<file path="src/gdoy_pkg.sv">
// ----------------------------------------------------------------------------
// gdoy_pkg: shared definitions for the Gregorian day-of-year converter
// Field widths, mode codes, the result bundle and the calendar lookups.
// ----------------------------------------------------------------------------
package gdoy_pkg;

    localparam int YEAR_W  = 16;
    localparam int MONTH_W = 4;
    localparam int DAY_W   = 5;
    localparam int DOY_W   = 9;

    localparam logic MODE_DATE    = 1'b0;  // year/month/day -> day of year
    localparam logic MODE_ORDINAL = 1'b1;  // year/day of year -> month/day

    localparam logic [MONTH_W-1:0] MONTH_JAN = 4'd1;
    localparam logic [MONTH_W-1:0] MONTH_FEB = 4'd2;
    localparam logic [MONTH_W-1:0] MONTH_DEC = 4'd12;
    localparam int                 NUM_MONTHS = 12;

    localparam logic [DOY_W-1:0] YEAR_LEN      = 9'd365;
    localparam logic [DOY_W-1:0] LEAP_YEAR_LEN = 9'd366;

    // Divisibility by 25 through the modular inverse of 25 mod 2^16:
    // y is a multiple of 25 exactly when (y * inverse) mod 2^16 <= 65535 / 25.
    localparam logic [YEAR_W-1:0] DIV25_INV   = 16'h5C29;
    localparam logic [YEAR_W-1:0] DIV25_LIMIT = 16'((2 ** YEAR_W - 1) / 25);

    typedef struct packed {
        logic               valid_res;
        logic               leap;
        logic [DAY_W-1:0]   days_in_month;
        logic [DOY_W-1:0]   ordinal_day;
        logic [MONTH_W-1:0] month_out;
        logic [DAY_W-1:0]   day_out;
    } gdoy_res_t;

    function automatic logic is_leap(input logic [YEAR_W-1:0] y);
        logic [YEAR_W-1:0] prod;
        logic              div4;
        logic              div16;
        logic              div25;
        prod  = y * DIV25_INV;
        div4  = (y[1:0] == 2'd0);
        div16 = (y[3:0] == 4'd0);
        div25 = (prod <= DIV25_LIMIT);
        // divisible by 400, or by 4 and not by 100
        return (div16 && div25) || (div4 && !div25);
    endfunction

    function automatic logic [DAY_W-1:0] month_len(input logic [MONTH_W-1:0] m,
                                                   input logic lp);
        logic [DAY_W-1:0] len;
        case (m)
            4'd1, 4'd3, 4'd5, 4'd7, 4'd8, 4'd10, 4'd12: len = 5'd31;
            4'd4, 4'd6, 4'd9, 4'd11:                    len = 5'd30;
            MONTH_FEB:                                  len = lp ? 5'd29 : 5'd28;
            default:                                    len = 5'd0;
        endcase
        return len;
    endfunction

    // Days in the year before the first of month m.
    function automatic logic [DOY_W-1:0] days_before(input logic [MONTH_W-1:0] m,
                                                     input logic lp);
        logic [DOY_W-1:0] base;
        logic             adj;
        case (m)
            4'd1:    base = 9'd0;
            4'd2:    base = 9'd31;
            4'd3:    base = 9'd59;
            4'd4:    base = 9'd90;
            4'd5:    base = 9'd120;
            4'd6:    base = 9'd151;
            4'd7:    base = 9'd181;
            4'd8:    base = 9'd212;
            4'd9:    base = 9'd243;
            4'd10:   base = 9'd273;
            4'd11:   base = 9'd304;
            4'd12:   base = 9'd334;
            default: base = 9'd0;
        endcase
        adj = lp && (m > MONTH_FEB) && (m <= MONTH_DEC);
        return base + {{(DOY_W-1){1'b0}}, adj};
    endfunction

endpackage

</file>
<file path="src/gregorian_date_day_of_year.sv">
// ----------------------------------------------------------------------------
// gregorian_date_day_of_year: Gregorian date / day-of-year converter
// Timing: a request passes through the input register, then the result register;
// done rises at the same edge that loads the result register.
// Throughput: one transaction per cycle; busy is never raised.
// The receiver cannot stall: each result is shown for exactly one cycle.
// Reset clears the stage valid flags; no result is issued out of reset.
// ----------------------------------------------------------------------------
module gregorian_date_day_of_year
    import gdoy_pkg::*;
(
    input  logic               clk,
    input  logic               rst_n,
    input  logic               start,
    output logic               busy,
    input  logic               mode,
    input  logic [YEAR_W-1:0]  year,
    input  logic [MONTH_W-1:0] month,
    input  logic [DAY_W-1:0]   day,
    input  logic [DOY_W-1:0]   day_of_year,
    output logic               done,
    output logic               valid_res,
    output logic               leap,
    output logic [DAY_W-1:0]   days_in_month,
    output logic [DOY_W-1:0]   ordinal_day,
    output logic [MONTH_W-1:0] month_out,
    output logic [DAY_W-1:0]   day_out
);

    // Input stage: capture the request on every accepted transaction.
    logic               accept;
    logic               in_vld_reg;
    logic               mode_reg;
    logic [YEAR_W-1:0]  year_reg;
    logic [MONTH_W-1:0] month_reg;
    logic [DAY_W-1:0]   day_reg;
    logic [DOY_W-1:0]   doy_reg;

    // Result stage.
    gdoy_res_t          res_next;
    gdoy_res_t          res_reg;
    logic               done_reg;

    // The datapath is fully pipelined, so a new transaction fits every cycle.
    assign busy   = 1'b0;
    assign accept = start && !busy;

    always_ff @(posedge clk or negedge rst_n)
    begin
        if (!rst_n)
        begin
            in_vld_reg <= 1'b0;
            done_reg   <= 1'b0;
        end
        else
        begin
            in_vld_reg <= accept;
            done_reg   <= in_vld_reg;
        end
    end

    // Payload: hold when idle, load on accept.
    always_ff @(posedge clk)
    begin
        if (accept)
        begin
            mode_reg  <= mode;
            year_reg  <= year;
            month_reg <= month;
            day_reg   <= day;
            doy_reg   <= day_of_year;
        end
    end

    // Leap test, month table lookups and the month search all sit here.
    gdoy_conv u_conv (
        .mode        (mode_reg),
        .year        (year_reg),
        .month       (month_reg),
        .day         (day_reg),
        .day_of_year (doy_reg),
        .res         (res_next)
    );

    always_ff @(posedge clk)
    begin
        if (in_vld_reg)
            res_reg <= res_next;
    end

    assign done          = done_reg;
    assign valid_res     = res_reg.valid_res;
    assign leap          = res_reg.leap;
    assign days_in_month = res_reg.days_in_month;
    assign ordinal_day   = res_reg.ordinal_day;
    assign month_out     = res_reg.month_out;
    assign day_out       = res_reg.day_out;

endmodule

</file>
<file path="src/gdoy_conv.sv">
// ----------------------------------------------------------------------------
// gdoy_conv: calendar conversion logic
// Combinational date <-> day-of-year conversion for one registered request.
// ----------------------------------------------------------------------------
module gdoy_conv
    import gdoy_pkg::*;
(
    input  logic               mode,
    input  logic [YEAR_W-1:0]  year,
    input  logic [MONTH_W-1:0] month,
    input  logic [DAY_W-1:0]   day,
    input  logic [DOY_W-1:0]   day_of_year,
    output gdoy_res_t          res
);

    logic               lp;
    logic               year_ok;
    logic               month_ok;
    logic [DAY_W-1:0]   dim_date;
    logic               date_ok;
    logic [DOY_W-1:0]   ord_date;
    logic [DOY_W-1:0]   ylen;
    logic               doy_ok;
    logic [MONTH_W-1:0] mo_found;
    logic [DOY_W-1:0]   rem;

    assign lp      = is_leap(year);
    assign year_ok = (year != '0);

    // date to day of year
    assign month_ok = (month >= MONTH_JAN) && (month <= MONTH_DEC);
    assign dim_date = month_len(month, lp);
    assign date_ok  = year_ok && month_ok && (day != '0) && (day <= dim_date);
    assign ord_date = days_before(month, lp) + {{(DOY_W-DAY_W){1'b0}}, day};

    // day of year to date: thresholds are monotonic, so take the last one passed
    assign ylen   = lp ? LEAP_YEAR_LEN : YEAR_LEN;
    assign doy_ok = year_ok && (day_of_year != '0) && (day_of_year <= ylen);

    always_comb
    begin
        mo_found = MONTH_JAN;
        for (int i = 1; i < NUM_MONTHS; i++)
        begin
            if (day_of_year > days_before(MONTH_W'(i + 1), lp))
                mo_found = MONTH_W'(i + 1);
        end
    end

    assign rem = day_of_year - days_before(mo_found, lp);

    always_comb
    begin
        res      = '0;
        res.leap = lp;
        if (mode == MODE_DATE)
        begin
            res.days_in_month = dim_date;
            if (date_ok)
            begin
                res.valid_res   = 1'b1;
                res.ordinal_day = ord_date;
                res.month_out   = month;
                res.day_out     = day;
            end
        end
        else if (doy_ok)
        begin
            res.valid_res     = 1'b1;
            res.days_in_month = month_len(mo_found, lp);
            res.ordinal_day   = day_of_year;
            res.month_out     = mo_found;
            res.day_out       = rem[DAY_W-1:0];
        end
    end

endmodule

</file>
<file path="config.mk">
export PLATFORM = sky130hd
export DESIGN_NAME = gregorian_date_day_of_year
export DESIGN_NICKNAME = d
export VERILOG_FILES = /design/src/gdoy_pkg.sv /design/src/gregorian_date_day_of_year.sv /design/src/gdoy_conv.sv
export SDC_FILE = /design/constraint.sdc
export NUM_CORES = 1
export LEC_CHECK = 0
export ABC_CLOCK_PERIOD_IN_PS = 15300
export BUFFER_PORTS_ARGS = -buffer_cell sky130_fd_sc_hd__buf_2
export CAP_MARGIN = 20
export CORE_UTILIZATION = 60
export CTS_BUF_LIST = sky130_fd_sc_hd__clkbuf_4 sky130_fd_sc_hd__clkbuf_8
export DETAILED_ROUTE_END_ITERATION = 10
export PLACE_DENSITY = 0.81
export SETUP_SLACK_MARGIN = 0.1
export SYNTH_ARGS = -nofsm -noshare
export SYNTH_HDL_FRONTEND = slang
export SYNTH_HIERARCHICAL = 1
export SYNTH_SLANG_ARGS = --single-unit
</file>
<file path="constraint.sdc">
create_clock -name clk -period 15.3 [get_ports clk]
set_input_delay 1.53 -clock clk [delete_from_list [all_inputs] [get_ports clk]]
set_output_delay 1.53 -clock clk [all_outputs]
set_load 0.05 [all_outputs]
</file>
==> metrics.md, run 1 <==
| Metric | Value |
|---|---|
| Ports | `65` |
| Die X | `100 um` |
| Cell at the slowest stage of the critical path | `fa_1` |
| Root cell of the clock tree | `clkbuf_8` |
| Synth top cells by count | `ha_1, inv_1, edfxtp_1` |
| Synth Cell Area | `5810 um^2` |
| Ratio of cells with drive above 1 in the final layout | `14.9%` |
| Power per cell area | `191 nW/um^2` |
| Post-synth EDFFs | `60` |
| Non-filler instance count after layout | `758` |
| Starting DRC count in detailed routing | `305` |
| Layout area overhead | `10.2%` |
| Sequential cell area fraction in the yosys report | `31.9%` |
| Hold Crit Start | `day_reg[0]` |
| Main combinational cell family by area after synthesis | `adder cells` |
| Slew Viols, Final | `0` |
| Skew-Pair Late Insertion Delay | `350 ps` |
| Top cells by area, synth | `edfxtp_1, ha_1, fa_1, inv_1, xnor2_1` |
| Post-Route WL | `13.8 mm` |
| Overflow after GRT | `0` |
| Synthesized instance count | `roughly 570` |
| Least-Margin Pin Slew | `between 1000 and 1500 ps` |
| Die Footprint | `about 10,000 um^2` |
| Post-Synth Adder-Cell Area | `28.5%` |
| Initial antenna violation count | `0` |
| Ys async rst share | `3.23%` |
| DRC Markers | `0` |
| GRT Total Usage | `about 29%` |
| Post-Synthesis Net Count | `726` |
| Clk sinks | `62` |
| WP data arrival | `9680 ps` |
| Total CTS buffers | `9` |
| Std-Cell Core Area | `9330 um^2` |
| PortBufs | `63` |
| Peak VDD IR | `0.000141 V` |
| Fmax | `104 MHz` |
| Die Y | `100 um` |
| CTS Buffer Depth | `2` |
| Mux contribution to synthesized area | `under 10%` |
| DRT antenna net count | `0` |
| Status | `complete, no violations` |
| Maxcap violations | `0` |
| Starting Density | `62.3%` |
| Via count | `between 4,000 and 5,000` |
| Tcrit/Tclk final | `between 60% and 70%` |
| Crit-path max FO | `10` |
| Vias in the first global route | `between 4,000 and 5,000` |
| Max reg flops | `16` |
| Post-synthesis simple-gate area fraction | `11.5%` |
| Complex-gate fraction of the synthesized area | `15.8%` |
| Reg-to-reg setup timing slack | `5700 ps` |
| Rows | `35` |
| Post-Synth XOR/XNOR Area | `4.57%` |
| Largest area contributor in the netlist | `edfxtp_1` |
| Clock skew | `14.1 ps` |
| WP data required | `15,370 ps` |
| Critical path type | `flip-flop to flip-flop` |
| Minimum clock period | `between 9000 and 10,000 ps` |
| Synth cell types | `72` |
| Hold Buf Count CTS | `0` |
| Post-layout util | `68.6%` |
| Count of final hold-check violations | `0` |
| Yosys Warn Count | `6` |
| Share of the synthesized area in the top cell type | `31.0%` |
| Path depth of the worst reg2reg path | `41` |
| Critical Path End Type | `flip-flop` |
| Slowest stage delay, CP | `540 ps` |
| Worst hold path class | `flip-flop to flip-flop` |
| Worst flop-to-flop path endpoint | `day_out[4]` |
| GPL Wtd Cong | `between 0.8 and 0.9` |
| Worst hold stages | `2` |
| Dpl hpwl | `10.7 mm` |
| FF+latch count, synth | `62` |
| Power Total | `1.22 mW` |
| H-tree Lvls | `3` |
| Reg2reg start | `year_reg[8]` |
| Global-route wire length before repair | `22.1 mm` |
| CTS tree | `yes` |
| Syn avg cell area | `just over 10 um^2` |
| Endpoints failing setup | `0` |
| Vias/cell | `approximately 6` |
| RSZ-0062 raised after global routing | `false` |
| Initial DRT Pass Iterations | `5` |
| DP Cell Count | `742` |
| Per-cell routed wire length | `18.2 um` |
| Count leader, synth | `ha_1` |
| CP dominant cell by count | `ha_1` |
| Post-CTS Setup Bufs | `0` |
| Clk slew on worst S/H paths | `80 ps` |
| Antenna fix cells | `0` |
| Main synth FF type | `edfxtp_1` |
| Crit path launch type | `flip-flop` |
| Slew margin rel. | `27.9%` |
| WHS Endpoint | `day_out[0]` |
| LEAKAGE | `2.90 nW` |
| Post-Route Setup TNS | `0 ps` |
| Largest net degree at the start of global routing | `37` |
| Nets | `781` |
| PostCTS Resize Cnt | `0` |
[worst max-delay path by stage]
stage | cells past startpoint | endpoint | from | slack, ps
2_1_floorplan | 41 | day_out[4] | year_reg[8] | 6680
3_3_place_gp | 41 | day_out[4] | year_reg[8] | 6090
3_5_place_dp | 41 | day_out[4] | year_reg[8] | 5800
4_1_cts | 41 | day_out[4] | year_reg[8] | 5760
5_1_grt | 41 | day_out[4] | year_reg[8] | 5140
6_report | 41 | day_out[4] | year_reg[8] | 5700
[metal layers]
metal  global-route usage, %  vias to the layer above  routed length [um]
met1                    34.0                     2199                5590
met5                       0                        -                   0
li1                        -                     2172                   -
met4                    13.3                        0                 435
met2                    51.7                      198                7010
met3                    4.04                       34                 788
[critical path: cells and delay by family, from the launching register on]
kind	cells	cell delay [ps]
adders and majority gates	12	4250
xor gates and xnor gates	2	300
buffers and inverters	7	480
and+or+nand+nor	6	820
muxes	1	270
DFF	1	530
AOI/OAI and AO/OA	13	2680
[placed cells by master, fill, tap and decap left out, types with 10 or more instances in the layout]
cell type / Yosys / routed
a21oi_1: 24 / 24
buf_2: 0 / 63
edfxtp_1: 60 / 60
fa_1: 22 / 22
ha_1: 97 / 97
inv_1: 75 / 75
nand2_1: 31 / 31
nand3_1: 10 / 10
nor2_1: 30 / 30
nor2b_1: 12 / 12
o21ai_0: 28 / 28
xnor2_1: 21 / 21
[area by class of cell]
class,instances,area (um^2)
inverters,76,285
multi-input cells,411,3580
well taps,129,161
clock inverters,7,72.6
flip-flops and latches,62,1850
repair buffers,64,323
clock buffers,9,124
fillers,751,2930
[power by group]
part           total (mW)  internal, mW  switching (mW)
Clock               0.147        0.0755          0.0718
Sequential          0.246         0.222          0.0246
Combinational       0.831         0.336           0.495
[cells by family after synthesis]
kind of cell / after synthesis
AO/OA/AOI/OAI: 129
AND/OR/NAND/NOR: 129
adder cells (fa/ha/maj): 119
buffers and inverters: 96
flip-flops: 62
XOR/XNOR: 27
multiplexers: 6
other: 1
[stage by stage]
step           cell area, um^2  hold slack, ps  worst slack [ps]
2_1_floorplan             5810             522              6680
3_3_place_gp              6200             564              6090
3_5_place_dp              6200             614              5800
4_1_cts                   6400             660              5760
5_1_grt                   6400             703              5140
6_report                  6400             674              5700
(Power assumes the default switching activity.)
==> run 2: changes to the inputs <==
--- a/config.mk
+++ b/config.mk
@@ -5,7 +5,8 @@
 export SDC_FILE = /design/constraint.sdc
 export NUM_CORES = 1
 export LEC_CHECK = 0
-export ABC_CLOCK_PERIOD_IN_PS = 15300
+export ABC_AREA = 1
+export ABC_CLOCK_PERIOD_IN_PS = 9600
 export BUFFER_PORTS_ARGS = -buffer_cell sky130_fd_sc_hd__buf_2
 export CAP_MARGIN = 20
 export CORE_UTILIZATION = 60
==> constraint.sdc (replaced) <==
create_clock -name clk -period 9.6 [get_ports clk]
set_input_delay 0.96 -clock clk [delete_from_list [all_inputs] [get_ports clk]]
set_output_delay 0.96 -clock clk [all_outputs]
set_load 0.05 [all_outputs]
==> metrics.md, run 2 <==
| Metric | Value |
|---|---|
| Yosys Warn Count | `6 (unchanged)` |
| Layout area overhead | `11.1% (was 10.2%)` |
| Fmax | `112 MHz (was 104 MHz)` |
| Slowest stage delay, CP | `560 ps (was 540 ps)` |
| Cell at the slowest stage of the critical path | `fa_1 (unchanged)` |
| Largest net degree at the start of global routing | `37 (unchanged)` |
| Synth top cells by count | `inv_1, nand2_1, ha_1 (was ha_1, inv_1, edfxtp_1)` |
| Peak VDD IR | `0.000129 V (was 0.000141 V)` |
| GPL Wtd Cong | `0.963 (was 0.891)` |
| Hold Buf Count CTS | `0 (unchanged)` |
| Count leader, synth | `inv_1 (was ha_1)` |
| Commonest non-fill, non-tap cells in the layout | `inv_1, nand2_1, ha_1 (was ha_1, inv_1, buf_2)` |
| Met2 WL | `7.20 mm (was 7.01 mm)` |
| Initial DRT Pass Iterations | `5 (unchanged)` |
| PostCTS Resize Cnt | `0 (unchanged)` |
| Max Used Layer | `met4 (unchanged)` |
| Synth Cell Area | `5840 um^2 (was 5810 um^2)` |
| WP data arrival | `8970 ps (was 9680 ps)` |
| Power per cell area | `232 nW/um^2 (was 191 nW/um^2)` |
| RSZ-0062 raised after global routing | `false (unchanged)` |
| WP data required | `9660 ps (was 15,370 ps)` |
| Post-Route Setup TNS | `0 ps (unchanged)` |
| CTS tree | `yes (unchanged)` |
| CTS Buffer Depth | `2 (unchanged)` |
| Multi-input gate area | `3420 um^2 (was 3580 um^2)` |
| Most common cell after layout, fill and taps aside | `inv_1 (was ha_1)` |
| Initial antenna violation count | `0 (unchanged)` |
| Vias/cell | `5.71 (was 6.07)` |
| Synthesized instance count | `667 (was 569)` |
| Share of the synthesized area in the top cell type | `30.9% (was 31.0%)` |
| Dpl hpwl | `11.5 mm (was 10.7 mm)` |
| Synth cell types | `47 (was 72)` |
| Ys async rst share | `3.23% (unchanged)` |
| Nets | `886 (was 781)` |
| Crit path launch type | `flip-flop (unchanged)` |
| Count of final hold-check violations | `0 (unchanged)` |
| Least-Margin Pin Slew | `1040 ps (was 1080 ps)` |
| Met3 wire length | `945 um (was 788 um)` |
| CP dominant cell by count | `nand2_1 (was ha_1)` |
| Antenna fix cells | `0 (unchanged)` |
| Worst hold path class | `input pin to async pin (was flip-flop to flip-flop)` |
| Via count | `4,929 (was 4,603)` |
| Sequential cell area fraction in the yosys report | `31.7% (was 31.9%)` |
| Starting DRC count in detailed routing | `331 (was 305)` |
| Die Footprint | `10,100 um^2 (about the same)` |
| Post-synth EDFFs | `60 (unchanged)` |
| Root cell of the clock tree | `clkbuf_8 (unchanged)` |
| Ratio of cells with drive above 1 in the final layout | `12.9% (was 14.9%)` |
| Slew Viols, Final | `0 (unchanged)` |
| Total CTS buffers | `9 (unchanged)` |
| Rows | `35 (unchanged)` |
| Global-route wire length before repair | `23.5 mm (was 22.1 mm)` |
| Post-Synthesis Net Count | `824 (was 726)` |
| Fill cell count | `710 (was 751)` |
| Die Y | `101 um (was 100 um)` |
| H-tree Lvls | `3 (unchanged)` |
| Slack of the critical path | `695 ps (was 5700 ps)` |
| Syn avg cell area | `8.75 um^2 (was 10.2 um^2)` |
| Slew margin rel. | `30.6% (was 27.9%)` |
| Post-CTS Setup Bufs | `0 (unchanged)` |
| Std-Cell Core Area | `9330 um^2 (unchanged)` |
| Tcrit/Tclk final | `92.8% (was 62.8%)` |
| Die X | `101 um (was 100 um)` |
| Critical Path End Type | `flip-flop (unchanged)` |
| Register Area | `1850 um^2 (unchanged)` |
| Minimum clock period | `8900 ps (was 9600 ps)` |
| Clock skew | `9.03 ps (was 14.1 ps)` |
| Power Total | `1.50 mW (was 1.22 mW)` |
| LEAKAGE | `3.23 nW (was 2.90 nW)` |
| Ports | `65 (unchanged)` |
| Max reg flops | `16 (unchanged)` |
| Post-Route WL | `14.6 mm (was 13.8 mm)` |
| Per-cell routed wire length | `16.9 um (was 18.2 um)` |
| Maxcap violations | `0 (unchanged)` |
| Overflow after GRT | `0 (unchanged)` |
| Largest area contributor in the netlist | `edfxtp_1 (unchanged)` |
| Status | `complete, no violations (unchanged)` |
| PortBufs | `63 (unchanged)` |
| WL met1 | `6.07 mm (was 5.59 mm)` |
| FF+latch count, synth | `62 (unchanged)` |
| DRC Markers | `0 (unchanged)` |
| DRT antenna net count | `0 (unchanged)` |
| Skew-Pair Late Insertion Delay | `360 ps (was 350 ps)` |
| Vias in the first global route | `4,963 (was 4,650)` |
| Top cells by area, synth | `edfxtp_1, ha_1, inv_1, nand2_1, fa_1 (was edfxtp_1, ha_1, fa_1, inv_1, xnor2_1)` |
| Endpoints failing setup | `0 (unchanged)` |
| Starting Density | `62.6% (was 62.3%)` |
| Main synth FF type | `edfxtp_1 (unchanged)` |
| Clk slew on worst S/H paths | `80 ps (about the same)` |
| Place WS | `803 ps (was 5800 ps)` |
| Critical path type | `flip-flop to flip-flop (unchanged)` |
| Clk sinks | `62 (unchanged)` |
| Crit-path max FO | `10 (unchanged)` |
| GRT Total Usage | `30.6% (was 28.8%)` |
## run 2: through the flow
step	cell area, um^2	hold WS [ps]	util [%]	instances
finish	6490	368	69.6	863
detailed placement	6240	694	66.9	846
CTS	6470	359	69.4	862
floorplan	5840	584	-	667
global route	6490	359	69.6	863
global placement	6240	696	66.9	846
## run 2: area by class of cell
class / instances / area share, %
Multi-Input combinational cell: 459 / 52.7
Sequential cell: 62 / 28.5
Inverter: 133 / 7.70
Timing Repair Buffer: 64 / 5.09
Tap cell: 129 / 2.49
Clock buffer: 9 / 1.91
Clock inverter: 7 / 1.60
## run 2: where the power goes
group / internal [mW] / switching [mW] / total [mW] / leakage [nW]
Sequential: 0.339 / 0.0286 / 0.368 / 0.607
Combinational: 0.322 / 0.543 / 0.865 / 2.51
Clock: 0.150 / 0.122 / 0.271 / 0.115
Total: 0.811 / 0.693 / 1.50 / 3.23
## run 2: worst paths after layout
path	from	to	slack, ps	cells after the start
max	year_reg[0]	day_out[4]	700	41
min	rst_n	in_vld_reg	370	1
max reg2reg	year_reg[0]	day_out[4]	700	41
min reg2reg	day_reg[2]	day_out[2]	740	2
max in group asynchronous	rst_n	done	9140	1
min in group clk	day_reg[2]	day_out[2]	740	2
## run 2: worst max-delay path, delay by kind of cell, from the launching register on
family / cells / cell delay (ps)
flip-flops: 1 / 520
buffers and inverters: 5 / 440
XOR/XNOR: 2 / 310
AO/OA/AOI/OAI: 8 / 990
adder cells (fa/ha/maj): 12 / 4600
AND/OR/NAND/NOR: 14 / 1750
## run 2: kinds of logic after synthesis
group	after synthesis	share of synthesized area [%]
buffers and inverters	146	9.73
DFF	62	31.7
other	1	0.0642
xor gates and xnor gates	19	2.85
and+or+nand+nor	226	17.2
adders and majority gates	119	28.3
AOI/OAI and AO/OA	93	9.90
muxes	1	0.171
## run 2: per-layer routing
| metal | vias up | GRT usage (%) |
|---|---|---|
| met1 | 2324 | 38.1 |
| met5 | - | 0 |
| met3 | 38 | 5.48 |
| li1 | 2359 | - |
| met4 | 0 | 11.5 |
| met2 | 208 | 53.0 |
